**src/design/rcw_pkg.sv**
```systemverilog
`timescale 1ns / 1ps
`default_nettype none

package rcw_pkg;

    // linked event store
    localparam int LINKED_MAX    = 8;
    localparam int IDX_W         = (LINKED_MAX > 1) ? $clog2(LINKED_MAX) : 1;
    localparam int COUNT_W       = 4;
    localparam int EVENT_W       = 64;
    localparam int TIME_W        = 32;
    localparam int POST_ROLL_W   = 12;
    localparam int MS_PER_SECOND = 1000;

    // request codes
    localparam logic [1:0] REQ_START  = 2'd0;
    localparam logic [1:0] REQ_TICK   = 2'd1;
    localparam logic [1:0] REQ_EXTEND = 2'd2;
    localparam logic [1:0] REQ_STOP   = 2'd3;

    // event memory write and read request
    typedef struct packed {
        logic                      we;
        logic [IDX_W-1:0]          waddr;
        logic signed [EVENT_W-1:0] wdata;
        logic                      re;
        logic [IDX_W-1:0]          raddr;
    } ram_req_t;

endpackage

`default_nettype wire

```
**src/design/retriggerable_capture_window.sv**
```systemverilog
`timescale 1ns / 1ps
`default_nettype none
// one request at a time: accept, decide, then a scan of the stored events for a duplicate
// (start or extend while open), then the output register.
// a stop while open streams one result per cycle from the event memory read port while the result side is ready.
// reset (synchronous, aresetn low): window idle, count zero, post-roll 3 s;
// the event memory is not cleared and is only read below the stored count.

module retriggerable_capture_window (
    input  wire logic                               aclk,
    input  wire logic                               aresetn,
    // configuration
    input  wire logic                               psel,
    input  wire logic                               penable,
    input  wire logic                               pwrite,
    input  wire logic [2:0]                         paddr,
    input  wire logic [31:0]                        pwdata,
    output logic [31:0]                             prdata,
    output logic                                    pready,
    // request channel
    input  wire logic                               s_valid,
    output logic                                    s_ready,
    input  wire logic [1:0]                         s_req_type,
    input  wire logic signed [rcw_pkg::EVENT_W-1:0] s_event_id,
    input  wire logic [rcw_pkg::TIME_W-1:0]         s_now_ms,
    // result channel
    output logic                                    m_valid,
    input  wire logic                               m_ready,
    output logic                                    m_recording,
    output logic                                    m_clip_started,
    output logic                                    m_window_extended,
    output logic                                    m_clip_finished,
    output logic                                    m_event_added,
    output logic                                    m_list_full,
    output logic [rcw_pkg::COUNT_W-1:0]             m_link_total,
    output logic [rcw_pkg::TIME_W-1:0]              m_clip_len_ms,
    output logic                                    m_stop_refused,
    output logic signed [rcw_pkg::EVENT_W-1:0]      m_linked_event,
    output logic                                    m_last_result
);
    import rcw_pkg::*;

    typedef enum logic [1:0] {
        MODE_IDLE,
        MODE_RECORDING,
        MODE_EXTENDING
    } mode_t;

    typedef enum logic [2:0] {
        ST_IDLE,
        ST_DECIDE,
        ST_SCAN,
        ST_EMIT,
        ST_READ
    } state_t;

    localparam logic [COUNT_W-1:0] COUNT_MAX = COUNT_W'(LINKED_MAX);
    localparam logic [COUNT_W-1:0] COUNT_ONE = COUNT_W'(1);

    // configuration register
    logic [POST_ROLL_W-1:0]    post_roll_reg;

    // window state
    state_t                    state_reg;
    mode_t                     mode_reg;
    logic [TIME_W-1:0]         start_reg;
    logic [TIME_W-1:0]         deadline_reg;
    logic [COUNT_W-1:0]        count_reg;

    // latched request
    logic [1:0]                req_reg;
    logic signed [EVENT_W-1:0] ev_reg;
    logic [TIME_W-1:0]         now_reg;
    logic [TIME_W-1:0]         end_reg;

    // scan and readout
    logic [IDX_W-1:0]          idx_reg;
    logic                      known_reg;

    // pending result
    logic                      res_recording_reg;
    logic                      res_started_reg;
    logic                      res_extended_reg;
    logic                      res_finished_reg;
    logic                      res_added_reg;
    logic                      res_full_reg;
    logic                      res_refused_reg;
    logic [TIME_W-1:0]         res_duration_reg;

    // output register
    logic                      m_valid_reg;
    logic                      m_recording_reg;
    logic                      m_started_reg;
    logic                      m_extended_reg;
    logic                      m_finished_reg;
    logic                      m_added_reg;
    logic                      m_full_reg;
    logic [COUNT_W-1:0]        m_count_reg;
    logic [TIME_W-1:0]         m_duration_reg;
    logic                      m_refused_reg;
    logic signed [EVENT_W-1:0] m_event_reg;
    logic                      m_last_reg;

    ram_req_t                  ram_req;
    logic signed [EVENT_W-1:0] ram_rdata;

    logic                      win_open;
    logic                      is_trigger;
    logic                      idx_last;
    logic                      known_now;
    logic                      out_free;
    logic                      out_load;
    logic                      in_take;
    logic [TIME_W-1:0]         end_calc;

    rcw_event_ram u_event_ram (
        .aclk      (aclk),
        .ram_req   (ram_req),
        .ram_rdata (ram_rdata)
    );

    // apb register port
    assign pready = 1'b1;
    assign prdata = paddr[2] ? 32'd0 : {{(32-POST_ROLL_W){1'b0}}, post_roll_reg};

    always_ff @(posedge aclk) begin
        if (!aresetn) begin
            post_roll_reg <= POST_ROLL_W'(3);
        end else if (psel && penable && pwrite && !paddr[2]) begin
            post_roll_reg <= pwdata[POST_ROLL_W-1:0];
        end
    end

    // shared decode
    assign win_open   = (mode_reg != MODE_IDLE);
    assign is_trigger = (req_reg == REQ_START) || (req_reg == REQ_EXTEND);
    assign idx_last   = ((COUNT_W'(idx_reg) + COUNT_ONE) == count_reg);
    assign known_now  = known_reg || (ram_rdata == ev_reg);
    assign out_free   = !m_valid_reg || m_ready;
    assign out_load   = out_free && ((state_reg == ST_EMIT) || (state_reg == ST_READ));
    assign in_take    = s_valid && s_ready;
    assign s_ready    = (state_reg == ST_IDLE);
    assign end_calc   = s_now_ms
                      + TIME_W'(post_roll_reg * (POST_ROLL_W + 10)'(MS_PER_SECOND));

    // event memory requests
    always_comb begin
        ram_req       = '0;
        ram_req.wdata = ev_reg;
        ram_req.waddr = count_reg[IDX_W-1:0];
        case (state_reg)
            ST_DECIDE: begin
                if (req_reg == REQ_STOP) begin
                    ram_req.re = win_open && (count_reg != '0);
                end else if (req_reg == REQ_START && !win_open) begin
                    ram_req.we    = 1'b1;
                    ram_req.waddr = '0;
                end else if (is_trigger && win_open && count_reg < COUNT_MAX) begin
                    ram_req.we = (count_reg == '0);
                    ram_req.re = (count_reg != '0);
                end
            end
            ST_SCAN: begin
                if (!idx_last) begin
                    ram_req.re    = 1'b1;
                    ram_req.raddr = idx_reg + IDX_W'(1);
                end else begin
                    ram_req.we = !known_now;
                end
            end
            ST_READ: begin
                if (out_free && !idx_last) begin
                    ram_req.re    = 1'b1;
                    ram_req.raddr = idx_reg + IDX_W'(1);
                end
            end
            default: begin
            end
        endcase
    end

    // sequencer, window state and output register
    always_ff @(posedge aclk) begin
        if (!aresetn) begin
            state_reg    <= ST_IDLE;
            mode_reg     <= MODE_IDLE;
            start_reg    <= '0;
            deadline_reg <= '0;
            count_reg    <= '0;
            m_valid_reg  <= 1'b0;
        end else begin
            if (out_load) begin
                m_valid_reg <= 1'b1;
            end else if (m_ready) begin
                m_valid_reg <= 1'b0;
            end

            case (state_reg)
                ST_IDLE: begin
                    if (in_take) begin
                        req_reg   <= s_req_type;
                        ev_reg    <= s_event_id;
                        now_reg   <= s_now_ms;
                        end_reg   <= end_calc;
                        state_reg <= ST_DECIDE;
                    end
                end

                ST_DECIDE: begin
                    res_recording_reg <= 1'b0;
                    res_started_reg   <= 1'b0;
                    res_extended_reg  <= 1'b0;
                    res_finished_reg  <= 1'b0;
                    res_added_reg     <= 1'b0;
                    res_full_reg      <= 1'b0;
                    res_refused_reg   <= 1'b0;
                    res_duration_reg  <= '0;
                    idx_reg           <= '0;
                    known_reg         <= 1'b0;
                    state_reg         <= ST_EMIT;
                    case (req_reg)
                        REQ_STOP: begin
                            if (!win_open) begin
                                res_refused_reg <= 1'b1;
                            end else begin
                                mode_reg         <= MODE_IDLE;
                                res_finished_reg <= 1'b1;
                                res_duration_reg <= now_reg - start_reg;
                                if (count_reg != '0) begin
                                    state_reg <= ST_READ;
                                end
                            end
                        end
                        REQ_START, REQ_EXTEND: begin
                            if (!win_open) begin
                                if (req_reg == REQ_START) begin
                                    count_reg         <= COUNT_ONE;
                                    mode_reg          <= MODE_RECORDING;
                                    start_reg         <= now_reg;
                                    deadline_reg      <= end_reg;
                                    res_started_reg   <= 1'b1;
                                    res_added_reg     <= 1'b1;
                                    res_recording_reg <= 1'b1;
                                end
                            end else begin
                                res_recording_reg <= 1'b1;
                                // plain compare, not wrap safe
                                if (end_reg > deadline_reg) begin
                                    deadline_reg     <= end_reg;
                                    mode_reg         <= MODE_EXTENDING;
                                    res_extended_reg <= 1'b1;
                                end
                                if (count_reg >= COUNT_MAX) begin
                                    res_full_reg <= 1'b1;
                                end else if (count_reg == '0) begin
                                    count_reg     <= COUNT_ONE;
                                    res_added_reg <= 1'b1;
                                end else begin
                                    state_reg <= ST_SCAN;
                                end
                            end
                        end
                        REQ_TICK: begin
                            if (win_open) begin
                                if ((now_reg - start_reg) >= (deadline_reg - start_reg)) begin
                                    mode_reg         <= MODE_IDLE;
                                    res_finished_reg <= 1'b1;
                                    res_duration_reg <= now_reg - start_reg;
                                end else begin
                                    res_recording_reg <= 1'b1;
                                end
                            end
                        end
                        default: begin
                        end
                    endcase
                end

                // duplicate scan, one stored event per cycle
                ST_SCAN: begin
                    if (idx_last) begin
                        if (!known_now) begin
                            count_reg     <= count_reg + COUNT_ONE;
                            res_added_reg <= 1'b1;
                        end
                        state_reg <= ST_EMIT;
                    end else begin
                        idx_reg   <= idx_reg + IDX_W'(1);
                        known_reg <= known_now;
                    end
                end

                ST_EMIT: begin
                    if (out_free) begin
                        m_recording_reg <= res_recording_reg;
                        m_started_reg   <= res_started_reg;
                        m_extended_reg  <= res_extended_reg;
                        m_finished_reg  <= res_finished_reg;
                        m_added_reg     <= res_added_reg;
                        m_full_reg      <= res_full_reg;
                        m_count_reg     <= count_reg;
                        m_duration_reg  <= res_duration_reg;
                        m_refused_reg   <= res_refused_reg;
                        m_event_reg     <= '0;
                        m_last_reg      <= 1'b1;
                        state_reg       <= ST_IDLE;
                    end
                end

                // stop readout, one linked event per result
                ST_READ: begin
                    if (out_free) begin
                        m_recording_reg <= 1'b0;
                        m_started_reg   <= 1'b0;
                        m_extended_reg  <= 1'b0;
                        m_finished_reg  <= 1'b1;
                        m_added_reg     <= 1'b0;
                        m_full_reg      <= 1'b0;
                        m_count_reg     <= count_reg;
                        m_duration_reg  <= res_duration_reg;
                        m_refused_reg   <= 1'b0;
                        m_event_reg     <= ram_rdata;
                        m_last_reg      <= idx_last;
                        if (idx_last) begin
                            state_reg <= ST_IDLE;
                        end else begin
                            idx_reg <= idx_reg + IDX_W'(1);
                        end
                    end
                end

                default: begin
                    state_reg <= ST_IDLE;
                end
            endcase
        end
    end

    assign m_valid           = m_valid_reg;
    assign m_recording       = m_recording_reg;
    assign m_clip_started    = m_started_reg;
    assign m_window_extended = m_extended_reg;
    assign m_clip_finished   = m_finished_reg;
    assign m_event_added     = m_added_reg;
    assign m_list_full       = m_full_reg;
    assign m_link_total      = m_count_reg;
    assign m_clip_len_ms     = m_duration_reg;
    assign m_stop_refused    = m_refused_reg;
    assign m_linked_event    = m_event_reg;
    assign m_last_result     = m_last_reg;

    // stored count never passes the list size
    assert property (@(posedge aclk) disable iff (!aresetn)
        count_reg <= COUNT_MAX)
        else $error("linked count above list size");

    // an open window always holds at least its opening event
    assert property (@(posedge aclk) disable iff (!aresetn)
        win_open |-> (count_reg != '0))
        else $error("open window with empty event list");

    // only a stop readout produces results that are not the last
    assert property (@(posedge aclk) disable iff (!aresetn)
        (m_valid_reg && !m_last_reg) |-> m_finished_reg)
        else $error("non-final result outside stop readout");

    // a request is processed before the next one is taken
    assert property (@(posedge aclk) disable iff (!aresetn)
        in_take |=> !s_ready)
        else $error("request taken while one is in progress");

endmodule

`default_nettype wire

```
**src/design/rcw_event_ram.sv**
```systemverilog
`timescale 1ns / 1ps
`default_nettype none

module rcw_event_ram (
    input  wire logic                              aclk,
    input  wire rcw_pkg::ram_req_t                 ram_req,
    output logic signed [rcw_pkg::EVENT_W-1:0]     ram_rdata
);
    import rcw_pkg::*;

    logic signed [EVENT_W-1:0] mem [LINKED_MAX];
    logic signed [EVENT_W-1:0] rdata_reg;

    // one write port, one registered read port; read data holds until next read
    always_ff @(posedge aclk) begin
        if (ram_req.we) begin
            mem[ram_req.waddr] <= ram_req.wdata;
        end
        if (ram_req.re) begin
            rdata_reg <= mem[ram_req.raddr];
        end
    end

    assign ram_rdata = rdata_reg;

endmodule

`default_nettype wire

```
**config.mk**
```make
export PLATFORM = sky130hd
export DESIGN_NAME = retriggerable_capture_window
export DESIGN_NICKNAME = d
export VERILOG_FILES = /design/src/design/rcw_pkg.sv /design/src/design/retriggerable_capture_window.sv /design/src/design/rcw_event_ram.sv
export SDC_FILE = /design/constraint.sdc
export NUM_CORES = 2
export LEC_CHECK = 0
export BUFFER_PORTS_ARGS = -buffer_cell sky130_fd_sc_hd__buf_4
export CAP_MARGIN = 15
export CORE_UTILIZATION = 55
export CTS_CLUSTER_DIAMETER = 200
export CTS_CLUSTER_SIZE = 40
export DETAILED_ROUTE_END_ITERATION = 8
export PLACE_DENSITY = 0.76
export REMOVE_ABC_BUFFERS = 1
export SKIP_CTS_REPAIR_TIMING = 1
export SYNTH_ARGS = -nofsm -noshare
export SYNTH_HDL_FRONTEND = slang
export SYNTH_SLANG_ARGS = --single-unit
```
**constraint.sdc**
```tcl
create_clock -name aclk -period 15.7 [get_ports aclk]
set_input_delay 0.785 -clock aclk [delete_from_list [all_inputs] [get_ports aclk]]
set_output_delay 0.785 -clock aclk [all_outputs]
set_load 0.01 [all_outputs]
```
==> flow_summary.json <==
{
  "crit_arrival_ns": 6.75,
  "cp-end-kind": "flop",
  "rrSetupSlack_ns": 9.38,
  "avgRoutedWirePerCell_um": 22.50,
  "rows": 101,
  "num_vias": 24095,
  "final-seq-area_um2": 27370,
  "cts_max_level": 1,
  "yosys.cell_types.count": 73,
  "use_met1_pct": 31.58,
  "reg2reg_to": "end_reg[25]",
  "grt_pass1_wl_um": 138700,
  "core_region_area_um2": 76330,
  "hold_viol_final": 0,
  "gr-total-overflow": 0,
  "p_leak_nw": 16.86,
  "clock-sinks": 940,
  "die_w_um": 280.6,
  "syn_area_um2": 42680,
  "yosysWarnings": 0,
  "cts_buffers": 27,
  "place_ws_ns": 9.456,
  "fill_cells": 5711,
  "fin_area_um2": 46330,
  "irDropWorstVdd_uv": 91.43,
  "min_period_ns": 6.323,
  "grt_pass1_vias": 24392,
  "grt_max_degree": 75,
  "initial_core_util_pct": 55.92,
  "finalSetupViolCount": 0,
  "synth.area.top_cells": "edfxtp_1 60%, mux4_2 6.8%, ha_1 5.7%",
  "top_register": "u_event_ram.mem",
  "die_y_um": 280.6,
  "tightest_slew_ns": 1.099,
  "use_met3_pct": 2.581,
  "portBuffers": 239,
  "holdWs_ns": 0.2860,
  "crit_start": "post_roll_reg[0]",
  "cts-root-buf": "clkbuf_16",
  "clk_latency_ns": 0.67,
  "tritoncts": "yes",
  "post_dp_cell_area_um2": 45540,
  "postSynthCellCount": 2836,
  "grt_busiest_layer": "met2",
  "synthFlopType": "edfxtp_1",
  "pwr_density_cell_nw_per_um2": 100.6,
  "synthArstFlopShare_pct": 0,
  "maxSlewViolCount": 0,
  "io_pins": 283,
  "yosysTopAreaCell": "edfxtp_1",
  "fin_setup_tns_ns": 0,
  "fin_util_pct": 60.70,
  "first_iter_violations": 2295,
  "crit_type": "flop to flop",
  "remaining_drc_errors": 0,
  "nets": 3414,
  "outcome": "finished, final reports clean",
  "cp-start-kind": "flop",
  "cp_max_fo": 8,
  "gp_congestion": 0.8870,
  "min_delay_path_depth": 1,
  "crit_path_end": "end_reg[25]",
  "postRouteAntennaNets": 0,
  "multi_input_area_um2": 14270,
  "routed_wirelength_um": 91980,
  "antenna_found_initial": 2,
  "dr.pass1.iters": 5,
  "relSlewSlack_pct": 26.70,
  "synth_seq_cells": 940,
  "synth_top_area_share_pct": 60.09,
  "hp-class": "primary input to flop",
  "max_freq_mhz": 158.1,
  "max-cap-violations": 0,
  "timing.rr.start": "post_roll_reg[0]",
  "reg2regPathDepth": 23,
  "required_ns": 16.13,
  "dpl.hpwl_um": 60610,
  "clkTransAtPathRegs_ns": 0.14,
  "syn_avg_cell_area_um2": 15.05,
  "fp.dieArea_um2": 78720,
  "rsz0062_at_grt": "false",
  "grt_use_met2_pct": 40.40,
  "largest_reg_flops": 512,
  "layout_setup_ws_ns": 9.377,
  "grt_usage_pct": 23.23,
  "period_share_pct": 40.28,
  "synth_edf_count": 854,
  "yosysSeqAreaShare_pct": 64.12,
  "vias_per_cell": 5.894,
  "area_growth_pct": 8.554,
  "drive_gt1_share_pct": 16.98,
  "worst_clock_skew_ns": 0.04500,
  "clock_path_buffers": 3
}
[critical path: stages (launching register included)]
cell,delay (ns)
dfxtp_1,0.44
fa_1,0.60
inv_1,0.07
fa_1,0.56
fa_1,0.43
fa_1,0.49
inv_1,0.04
ha_1,0.30
o21ai_0,0.12
a21boi_0,0.16
o21ai_0,0.26
a21oi_1,0.13
o21ai_0,0.28
a21oi_1,0.19
or4_1,0.44
nand3_1,0.15
ha_1,0.26
inv_1,0.18
nand2_1,0.14
nor3_1,0.05
a21oi_1,0.27
a21oi_1,0.16
nor3b_1,0.28
xor2_1,0.10
[kinds of logic after synthesis]
group | share of synthesized area [%]
flops | 64.12
simple gates | 7.021
compound gates | 5.752
buf+inv | 2.929
fa+ha+maj | 7.669
mux | 9.290
xor+xnor | 3.201
other cells | 0.01760
[per-layer routing]
layer	share of wire, %	routed length (µm)	vias to the layer above
met4	1.9	1766	2
met3	6.7	6145	89
met1	41	38020	12220
li1	-	-	10991
met2	50	46040	793
met5	0.0087	8	-
[report_power, final]
part	leakage, nW	internal [W]	switching [W]	total, W
Combinational	7.98	0.000338	0.000428	0.000766
Sequential	8.50	0.00281	0.0000542	0.00286
Clock	0.376	0.000339	0.000695	0.00103
[cell usage after synthesis (21+ instances only)]
cell type / count
a21o_1: 53
a21oi_1: 143
and2_1: 47
and3_1: 78
buf_2: 24
buf_4: 21
clkbuf_1: 53
dfxtp_1: 86
edfxtp_1: 854
fa_1: 41
ha_1: 196
inv_1: 161
mux2_2: 64
mux2i_1: 35
mux4_2: 128
nand2_1: 235
nand2b_1: 22
nand3_1: 23
nand4_1: 23
nor2_1: 81
nor3_1: 29
nor4_1: 21
o21ai_0: 66
xnor2_1: 53
xor2_1: 103
[worst min path at each step]
stage / from / to / slack (ns)
after CTS: s_event_id[33] / ev_reg[33] / 0.25
final: s_event_id[44] / ev_reg[44] / 0.29
after floorplan: res_duration_reg[0] / m_clip_len_ms[0] / 0.40
after global routing: s_event_id[33] / ev_reg[33] / 0.24
after detailed placement: res_duration_reg[29] / m_clip_len_ms[29] / 0.41
after global placement: res_duration_reg[17] / m_clip_len_ms[17] / 0.41
[layout make-up]
class	instances	share of cell area, %
well taps	1030	2.782
diodes	1	0.005401
multi-input cells	1639	30.81
flip-flops and latches	940	59.07
repair buffers	266	4.310
clock inverters	2	0.08642
clock buffers	47	1.620
inverters	163	1.321
[cells in the final DEF (no fill, tap or decap), types with 53 or more instances in the layout]
cell / instances
a21oi_1: 142
and3_1: 76
mux2_2: 64
a21o_1: 53
o21ai_0: 66
edfxtp_1: 854
mux4_2: 128
buf_4: 266
ha_1: 196
xor2_1: 103
dfxtp_1: 85
xnor2_1: 53
inv_1: 161
nand2_1: 233
nor2_1: 73
[per-stage QoR]
stage | std cells | total power [W]
detailed placement | 4038 | 0.003681
CTS | 4087 | 0.004686
global route | 4087 | 0.004841
floorplan | 2742 | 0.003479
global placement | 4038 | 0.003653
finish | 4088 | 0.004663
Note: power is estimated with default switching activity, not from simulation.
